File: config.mk
export PLATFORM = sky130hd
export DESIGN_NAME = sha256_byte_stream_hasher_unit
export DESIGN_NICKNAME = d
export VERILOG_FILES = /design/src/rtl/sbsh_pkg.sv /design/src/rtl/sbsh_core.sv /design/src/rtl/sha256_byte_stream_hasher_unit.sv
export VERILOG_INCLUDE_DIRS = /design/src /design/src/rtl
export SDC_FILE = /design/constraint.sdc
export NUM_CORES = 2
export LEC_CHECK = 0
export BUFFER_PORTS_ARGS = -buffer_cell sky130_fd_sc_hd__buf_2
export CORE_MARGIN = 2
export CORE_UTILIZATION = 33
export DETAILED_ROUTE_END_ITERATION = 7
export PLACE_DENSITY = 0.51
export SLEW_MARGIN = 20
export SYNTH_ARGS = -nofsm -noshare
export SYNTH_HDL_FRONTEND = slang
export SYNTH_HIERARCHICAL = 1
export SYNTH_SLANG_ARGS = --single-unit
File: constraint.sdc
create_clock -name clk -period 24 [get_ports clk]
set_input_delay 3.6 -clock clk [delete_from_list [all_inputs] [get_ports clk]]
set_output_delay 3.6 -clock clk [all_outputs]
set_load 0.02 [all_outputs]
File: src/rtl/assert_macros.svh
// Assertion macros used by the RTL. Clock and reset are taken from the
// scope of the using module (clk, rst_n).
`ifndef ASSERT_MACROS_SVH
`define ASSERT_MACROS_SVH

// Same-cycle implication.
`define SBSH_ASSERT_IMP(label, ante, cons) \
    label: assert property (@(posedge clk) disable iff (!rst_n) (ante) |-> (cons)) \
        else $error("same-cycle check failed");

// Next-cycle implication.
`define SBSH_ASSERT_NXT(label, ante, cons) \
    label: assert property (@(posedge clk) disable iff (!rst_n) (ante) |=> (cons)) \
        else $error("next-cycle check failed");

`endif

File: src/rtl/sbsh_pkg.sv
`timescale 1ns / 1ps

package sbsh_pkg;

    localparam int unsigned BLOCK_W = 512;
    localparam int unsigned HASH_W  = 256;

    localparam logic [7:0] PAD_MARK = 8'h80;
    localparam logic [5:0] LEN_POS  = 6'd56;
    localparam logic [5:0] LAST_POS = 6'd63;

    localparam logic [31:0] K_TABLE [64] = '{
        32'h428a2f98, 32'h71374491, 32'hb5c0fbcf, 32'he9b5dba5,
        32'h3956c25b, 32'h59f111f1, 32'h923f82a4, 32'hab1c5ed5,
        32'hd807aa98, 32'h12835b01, 32'h243185be, 32'h550c7dc3,
        32'h72be5d74, 32'h80deb1fe, 32'h9bdc06a7, 32'hc19bf174,
        32'he49b69c1, 32'hefbe4786, 32'h0fc19dc6, 32'h240ca1cc,
        32'h2de92c6f, 32'h4a7484aa, 32'h5cb0a9dc, 32'h76f988da,
        32'h983e5152, 32'ha831c66d, 32'hb00327c8, 32'hbf597fc7,
        32'hc6e00bf3, 32'hd5a79147, 32'h06ca6351, 32'h14292967,
        32'h27b70a85, 32'h2e1b2138, 32'h4d2c6dfc, 32'h53380d13,
        32'h650a7354, 32'h766a0abb, 32'h81c2c92e, 32'h92722c85,
        32'ha2bfe8a1, 32'ha81a664b, 32'hc24b8b70, 32'hc76c51a3,
        32'hd192e819, 32'hd6990624, 32'hf40e3585, 32'h106aa070,
        32'h19a4c116, 32'h1e376c08, 32'h2748774c, 32'h34b0bcb5,
        32'h391c0cb3, 32'h4ed8aa4a, 32'h5b9cca4f, 32'h682e6ff3,
        32'h748f82ee, 32'h78a5636f, 32'h84c87814, 32'h8cc70208,
        32'h90befffa, 32'ha4506ceb, 32'hbef9a3f7, 32'hc67178f2
    };

    localparam logic [31:0] H_INIT [8] = '{
        32'h6a09e667, 32'hbb67ae85, 32'h3c6ef372, 32'ha54ff53a,
        32'h510e527f, 32'h9b05688c, 32'h1f83d9ab, 32'h5be0cd19
    };

    // Top level to compression core
    typedef struct packed {
        logic start;
        logic init;
    } sbsh_ctl_t;

    // Compression core to top level
    typedef struct packed {
        logic busy;
        logic done;
    } sbsh_sts_t;

    function automatic logic [31:0] ror32(input logic [31:0] x, input int unsigned n);
        return (x >> n) | (x << (32 - n));
    endfunction

    function automatic logic [31:0] bsig0(input logic [31:0] x);
        return ror32(x, 2) ^ ror32(x, 13) ^ ror32(x, 22);
    endfunction

    function automatic logic [31:0] bsig1(input logic [31:0] x);
        return ror32(x, 6) ^ ror32(x, 11) ^ ror32(x, 25);
    endfunction

    function automatic logic [31:0] ssig0(input logic [31:0] x);
        return ror32(x, 7) ^ ror32(x, 18) ^ (x >> 3);
    endfunction

    function automatic logic [31:0] ssig1(input logic [31:0] x);
        return ror32(x, 17) ^ ror32(x, 19) ^ (x >> 10);
    endfunction

    function automatic logic [31:0] choose(input logic [31:0] e, input logic [31:0] f,
                                           input logic [31:0] g);
        return (e & f) ^ (~e & g);
    endfunction

    function automatic logic [31:0] major(input logic [31:0] a, input logic [31:0] b,
                                          input logic [31:0] c);
        return (a & b) ^ (a & c) ^ (b & c);
    endfunction

endpackage

File: src/rtl/sbsh_core.sv
`timescale 1ns / 1ps

// One SHA-256 round per cycle over a 16-word schedule window,
// then a feed-forward add into the chaining words.
module sbsh_core
    import sbsh_pkg::*;
(
    input  logic               clk,
    input  logic               rst_n,
    input  sbsh_ctl_t          ctl,
    input  logic [BLOCK_W-1:0] block,
    output sbsh_sts_t          sts,
    output logic [HASH_W-1:0]  hash
);

    typedef enum logic [2:0] {
        C_IDLE  = 3'b001,
        C_ROUND = 3'b010,
        C_ADD   = 3'b100
    } core_state_t;

    core_state_t state_reg, state_next;
    logic [5:0]  round_reg;
    logic [31:0] chain_reg [8];
    logic [31:0] v_reg [8];
    logic [31:0] w_reg [16];

    logic [31:0] t1, t2, w_new;

    assign t1 = v_reg[7] + bsig1(v_reg[4]) + choose(v_reg[4], v_reg[5], v_reg[6])
              + K_TABLE[round_reg] + w_reg[0];
    assign t2 = bsig0(v_reg[0]) + major(v_reg[0], v_reg[1], v_reg[2]);
    assign w_new = ssig1(w_reg[14]) + w_reg[9] + ssig0(w_reg[1]) + w_reg[0];

    always_comb
    begin
        state_next = state_reg;
        case (state_reg)
            C_IDLE:
            begin
                if (ctl.start)
                begin
                    state_next = C_ROUND;
                end
            end
            C_ROUND:
            begin
                if (round_reg == 6'd63)
                begin
                    state_next = C_ADD;
                end
            end
            C_ADD:   state_next = C_IDLE;
            default: state_next = C_IDLE;
        endcase
    end

    always_ff @(posedge clk or negedge rst_n)
    begin
        if (!rst_n)
        begin
            state_reg <= C_IDLE;
            round_reg <= '0;
            for (int i = 0; i < 8; i++)
            begin
                chain_reg[i] <= H_INIT[i];
            end
        end
        else
        begin
            state_reg <= state_next;
            case (state_reg)
                C_IDLE:
                begin
                    round_reg <= '0;
                    if (ctl.init)
                    begin
                        for (int i = 0; i < 8; i++)
                        begin
                            chain_reg[i] <= H_INIT[i];
                        end
                    end
                end
                C_ROUND:
                begin
                    round_reg <= round_reg + 6'd1;
                end
                C_ADD:
                begin
                    for (int i = 0; i < 8; i++)
                    begin
                        chain_reg[i] <= chain_reg[i] + v_reg[i];
                    end
                end
                default:
                begin
                    round_reg <= '0;
                end
            endcase
        end
    end

    // Working variables and schedule window: no reset needed
    always_ff @(posedge clk)
    begin
        if (state_reg == C_IDLE && ctl.start)
        begin
            for (int i = 0; i < 8; i++)
            begin
                v_reg[i] <= chain_reg[i];
            end
            for (int i = 0; i < 16; i++)
            begin
                w_reg[i] <= block[BLOCK_W-1-32*i -: 32];
            end
        end
        else if (state_reg == C_ROUND)
        begin
            v_reg[7] <= v_reg[6];
            v_reg[6] <= v_reg[5];
            v_reg[5] <= v_reg[4];
            v_reg[4] <= v_reg[3] + t1;
            v_reg[3] <= v_reg[2];
            v_reg[2] <= v_reg[1];
            v_reg[1] <= v_reg[0];
            v_reg[0] <= t1 + t2;
            for (int i = 0; i < 15; i++)
            begin
                w_reg[i] <= w_reg[i+1];
            end
            w_reg[15] <= w_new;
        end
    end

    assign sts.busy = (state_reg != C_IDLE);
    assign sts.done = (state_reg == C_ADD);

    assign hash = {chain_reg[0], chain_reg[1], chain_reg[2], chain_reg[3],
                   chain_reg[4], chain_reg[5], chain_reg[6], chain_reg[7]};

endmodule

File: src/rtl/sha256_byte_stream_hasher_unit.sv
`timescale 1ns / 1ps

// SHA-256 over a byte stream. Each input transaction carries at most one
// message byte (has_byte) and may close the message (is_last); a transaction
// with has_byte low and is_last high closes an empty message or ends one
// without a trailing byte. Bytes are taken at one per cycle while in_stall is
// low. The transaction that completes a 64-byte block stalls the input while
// the shared round unit compresses it (launch, 64 rounds, feed-forward add).
// On is_last the block is padded one byte per cycle up to the next 64-byte
// boundary (0x80, zeros, 64-bit big-endian bit length), needing one or two
// compressions before the first digest word is offered. The digest leaves as
// four output transactions of 64 bits, most significant first, last_word
// marking the fourth. The input is stalled from is_last until the fourth
// output transaction is taken; the hasher then returns to its reset state.
// The bit length wraps modulo 2^64.
module sha256_byte_stream_hasher_unit
    import sbsh_pkg::*;
(
    input  logic        clk,
    input  logic        rst_n,
    input  logic        in_valid,
    output logic        in_stall,
    input  logic [7:0]  data_byte,
    input  logic        has_byte,
    input  logic        is_last,
    output logic        out_valid,
    input  logic        out_stall,
    output logic [63:0] digest_word,
    output logic [1:0]  word_index,
    output logic        last_word
);

    `include "assert_macros.svh"

    typedef enum logic [3:0] {
        S_IDLE = 4'b0001,   // taking message bytes
        S_PAD  = 4'b0010,   // shifting padding bytes in
        S_COMP = 4'b0100,   // round unit busy on a block
        S_OUT  = 4'b1000    // presenting digest words
    } top_state_t;

    top_state_t        state_reg, state_next;
    logic [BLOCK_W-1:0] blk_reg;        // byte shift line, first byte ends up on top
    logic [5:0]        fill_reg;        // position in current block
    logic [60:0]       cnt_reg;         // message byte count
    logic [63:0]       len_reg;         // bit length, shifted out top byte first
    logic              pad_first_reg;   // next pad byte is the 0x80 marker
    logic              spill_reg;       // marker landed inside the length field
    logic              final_reg;       // block in flight carries the length
    logic              last_pend_reg;   // is_last seen, padding still to do
    logic              start_reg;
    logic [1:0]        idx_reg;

    logic              in_fire, out_fire;
    logic              blk_full;
    logic              len_byte;
    logic [7:0]        pad_byte;
    logic [60:0]       cnt_after;
    logic [HASH_W-1:0] hash;
    sbsh_ctl_t         core_ctl;
    sbsh_sts_t         core_sts;

    assign in_stall  = (state_reg != S_IDLE);
    assign out_valid = (state_reg == S_OUT);
    assign in_fire   = in_valid && !in_stall;
    assign out_fire  = out_valid && !out_stall;

    assign blk_full  = has_byte && (fill_reg == LAST_POS);
    assign cnt_after = has_byte ? (cnt_reg + 61'd1) : cnt_reg;

    // Length bytes fill positions 56..63 of the block that holds no spilled marker
    assign len_byte = !pad_first_reg && !spill_reg && (fill_reg >= LEN_POS);
    assign pad_byte = pad_first_reg ? PAD_MARK : (len_byte ? len_reg[63:56] : 8'h00);

    always_comb
    begin
        state_next = state_reg;
        case (state_reg)
            S_IDLE:
            begin
                if (in_fire)
                begin
                    if (blk_full)
                    begin
                        state_next = S_COMP;
                    end
                    else if (is_last)
                    begin
                        state_next = S_PAD;
                    end
                end
            end
            S_PAD:
            begin
                if (fill_reg == LAST_POS)
                begin
                    state_next = S_COMP;
                end
            end
            S_COMP:
            begin
                if (core_sts.done)
                begin
                    if (final_reg)
                    begin
                        state_next = S_OUT;
                    end
                    else if (last_pend_reg)
                    begin
                        state_next = S_PAD;
                    end
                    else
                    begin
                        state_next = S_IDLE;
                    end
                end
            end
            S_OUT:
            begin
                if (out_fire && last_word)
                begin
                    state_next = S_IDLE;
                end
            end
            default: state_next = S_IDLE;
        endcase
    end

    always_ff @(posedge clk or negedge rst_n)
    begin
        if (!rst_n)
        begin
            state_reg     <= S_IDLE;
            fill_reg      <= '0;
            cnt_reg       <= '0;
            pad_first_reg <= 1'b0;
            spill_reg     <= 1'b0;
            final_reg     <= 1'b0;
            last_pend_reg <= 1'b0;
            start_reg     <= 1'b0;
            idx_reg       <= '0;
        end
        else
        begin
            state_reg <= state_next;
            case (state_reg)
                S_IDLE:
                begin
                    if (in_fire)
                    begin
                        last_pend_reg <= is_last;
                        pad_first_reg <= is_last;
                        spill_reg     <= 1'b0;
                        final_reg     <= 1'b0;
                        cnt_reg       <= cnt_after;
                        if (has_byte)
                        begin
                            fill_reg <= fill_reg + 6'd1;
                        end
                        if (blk_full)
                        begin
                            start_reg <= 1'b1;
                        end
                    end
                end
                S_PAD:
                begin
                    fill_reg      <= fill_reg + 6'd1;
                    pad_first_reg <= 1'b0;
                    if (fill_reg == LAST_POS)
                    begin
                        start_reg <= 1'b1;
                        final_reg <= !pad_first_reg && !spill_reg;
                        spill_reg <= 1'b0;
                    end
                    else if (pad_first_reg)
                    begin
                        spill_reg <= (fill_reg >= LEN_POS);
                    end
                end
                S_COMP:
                begin
                    // start is a one-cycle pulse on entry
                    start_reg <= 1'b0;
                    idx_reg   <= '0;
                end
                S_OUT:
                begin
                    if (out_fire)
                    begin
                        idx_reg <= idx_reg + 2'd1;
                        if (last_word)
                        begin
                            fill_reg      <= '0;
                            cnt_reg       <= '0;
                            final_reg     <= 1'b0;
                            last_pend_reg <= 1'b0;
                            pad_first_reg <= 1'b0;
                        end
                    end
                end
                default:
                begin
                    start_reg <= 1'b0;
                end
            endcase
        end
    end

    // Data path: block shift line and length shifter
    always_ff @(posedge clk)
    begin
        if (state_reg == S_IDLE)
        begin
            if (in_fire && has_byte)
            begin
                blk_reg <= {blk_reg[BLOCK_W-9:0], data_byte};
            end
            if (in_fire && is_last)
            begin
                len_reg <= {cnt_after, 3'b000};
            end
        end
        else if (state_reg == S_PAD)
        begin
            blk_reg <= {blk_reg[BLOCK_W-9:0], pad_byte};
            if (len_byte)
            begin
                len_reg <= {len_reg[55:0], 8'h00};
            end
        end
    end

    assign core_ctl.start = start_reg;
    assign core_ctl.init  = out_fire && last_word;

    sbsh_core u_core (
        .clk   (clk),
        .rst_n (rst_n),
        .ctl   (core_ctl),
        .block (blk_reg),
        .sts   (core_sts),
        .hash  (hash)
    );

    // Quarter k is chaining words 2k and 2k+1; ~idx picks it from the top
    assign digest_word = hash[{~idx_reg, 6'd0} +: 64];
    assign word_index  = idx_reg;
    assign last_word   = (idx_reg == 2'd3);

    `SBSH_ASSERT_IMP(a_out_blocks_in, out_valid, in_stall)
    `SBSH_ASSERT_IMP(a_core_in_comp, core_sts.busy || start_reg, state_reg == S_COMP)
    `SBSH_ASSERT_NXT(a_clear_after_digest, out_fire && last_word,
                     cnt_reg == '0 && fill_reg == '0 && !core_sts.busy)

endmodule
==> results.sh <==
export IMPL_hold_viol_final=0
export IMPL_vias=69900
export IMPL_die_y_um=540
export IMPL_crit_path_end_kind="register"
export IMPL_startpoint_type="register"
export IMPL_timing_fmax_mhz=96.5
export IMPL_rows=196
export IMPL_clk_latency_ps=890
export IMPL_antenna_found_initial=16
export IMPL_fp_dieW_um=540
export IMPL_core_um2=285000
export IMPL_slowest_delay_ps=1030
export IMPL_worst_setup_path_type="reg2reg"
export IMPL_cts_tree="yes"
export IMPL_wl_mm=315
export IMPL_synth_area_per_cell_um2=10.3
export IMPL_dp_slack_ps=13810
export IMPL_path_common_cell="inv_1"
export IMPL_routedWlPerCell_um=24.1
export IMPL_grt_overflow=0
export IMPL_multiInputGateArea_um2=42600
export IMPL_cts_root_buf="clkbuf_16"
export IMPL_drtAntennaViolNets=0
export IMPL_clkTransAtPathRegs_ps=60
export IMPL_fin_skew_ps=99.8
export IMPL_crit_required_ps=24530
export IMPL_drive_gt1_share_pct=8.06
export IMPL_cts_setup_buffers=0
export IMPL_ios=83
export IMPL_cts_buffer_depth=4
export IMPL_fin_area_um2=105000
export IMPL_fin_crit_sh_pct=43.2
export IMPL_synth_area_um2=94700
export IMPL_die_area_um2=291000
export IMPL_initial_core_util_pct=33.2
export IMPL_drtIter0Drc=6753
export IMPL_slew_headroom_pct=11.6
export IMPL_hold_path_class="reg2reg"
export IMPL_setup_tns_ps=0
export IMPL_grt_pass1_wl_mm=464
export IMPL_grt_max_degree=178
export IMPL_port_buffers=82
export IMPL_place_area_um2=98900
export IMPL_yosysWarnings=6
export IMPL_tightest_slew_ps=1290
export IMPL_holdWs_ps=407
export IMPL_fill_cells=28200
export IMPL_status="complete, no violations"
export IMPL_grtUsageTotal_pct=21.1
export IMPL_syn_num_nets=9797
export IMPL_fin_ws_ps=13640
export IMPL_cts_num_sinks=1684
export IMPL_post_cts_resized=0
export IMPL_hold_buffers=0
export IMPL_syn_inst=9191
export IMPL_grt_pass1_vias=68500
export IMPL_routabilityCongestion=0.921
export IMPL_drc=0
export IMPL_rsz0062_at_grt="no"
export IMPL_crit_arrival_ps=10890
export IMPL_fin_nets=9724
export IMPL_period_needed_ps=10360
export IMPL_max_cap_violations=0
export IMPL_htree_levels=4
export IMPL_viasPerCell=5.36
export IMPL_slew_viol_final=0
export IMPL_dp_hpwl_mm=224
export IMPL_area_growth_pct=11.2
export IMPL_drt_pass1_iterations=6
export IMPL_path_max_fanout=22
export IMPL_setup_viol=0
export IMPL_slowest_stage="dfrtp_1"
export IMPL_cts_buffers_inserted=197
export IMPL_register_area_um2=49000
[layout make-up]
type | instances | area share, %
diodes | 7 | 0.0166
clock buffers | 244 | 4.95
clock inverters | 109 | 1.03
inverters | 364 | 1.31
multi-input cells | 6696 | 40.5
flip-flops and latches | 1684 | 46.6
well taps | 3762 | 4.47
repair buffers | 175 | 1.17
[routing by layer]
metal / track usage [%] / wire length (um) / vias to the layer above
met1: 29.7 / 140000 / 35100
met5: 0 / 23 / -
met3: 2.78 / 19200 / 439
li1: - / - / 32000
met2: 33.7 / 145000 / 2366
met4: 6.55 / 10400 / 4
[through the flow]
step	utilization, %	cells
global placement	34.7	12700
floorplan	-	9191
global route	36.9	13000
finish	36.9	13000
detailed placement	34.7	12700
CTS	36.9	13000
[layout by cell type, fill, tap and decap left out, types with 47 or more instances in the layout]
master	instances
nand3_1	122
nand2b_1	75
edfxtp_1	1341
xnor2_1	357
nor3_1	75
a21oi_1	492
nand2_1	2519
o211ai_1	47
dfrtp_1	200
clkbuf_16	198
mux4_2	72
nand4_1	68
fa_1	195
ha_1	397
inv_1	360
nor2b_1	52
or3_1	61
o31ai_1	47
o21ai_0	508
a21o_1	180
buf_2	81
nor2_1	404
and3_1	47
xor2_1	254
a211oi_1	63
dfstp_2	138
buf_4	85
o21a_1	59
a31oi_1	74
[final timing paths]
check / startpoint / to / slack [ps] / depth (start not counted)
worst min register to register: blk_reg[357] / blk_reg[365] / 410 / 0
worst max register to register: u_core/round_reg[1] / u_core/v_reg[0][31] / 13640 / 37
min in group asynchronous: rst_n / u_core/hash[160] / 2820 / 1
worst max-delay path: u_core/round_reg[1] / u_core/v_reg[0][31] / 13640 / 37
max in group asynchronous: rst_n / word_index[1] / 19240 / 3
worst min-delay path: blk_reg[357] / blk_reg[365] / 410 / 0
[worst max-delay path: cells and delay by family (launching register included)]
kind	cells	cell delay, ps
fa+ha+maj	7	3030
flops	1	1030
simple gates	10	2050
xor+xnor	2	480
compound gates	12	2400
buf+inv	6	1110
Power is not shown: default switching activity piles up to over one toggle a cycle in this logic, so the estimate is an artifact.
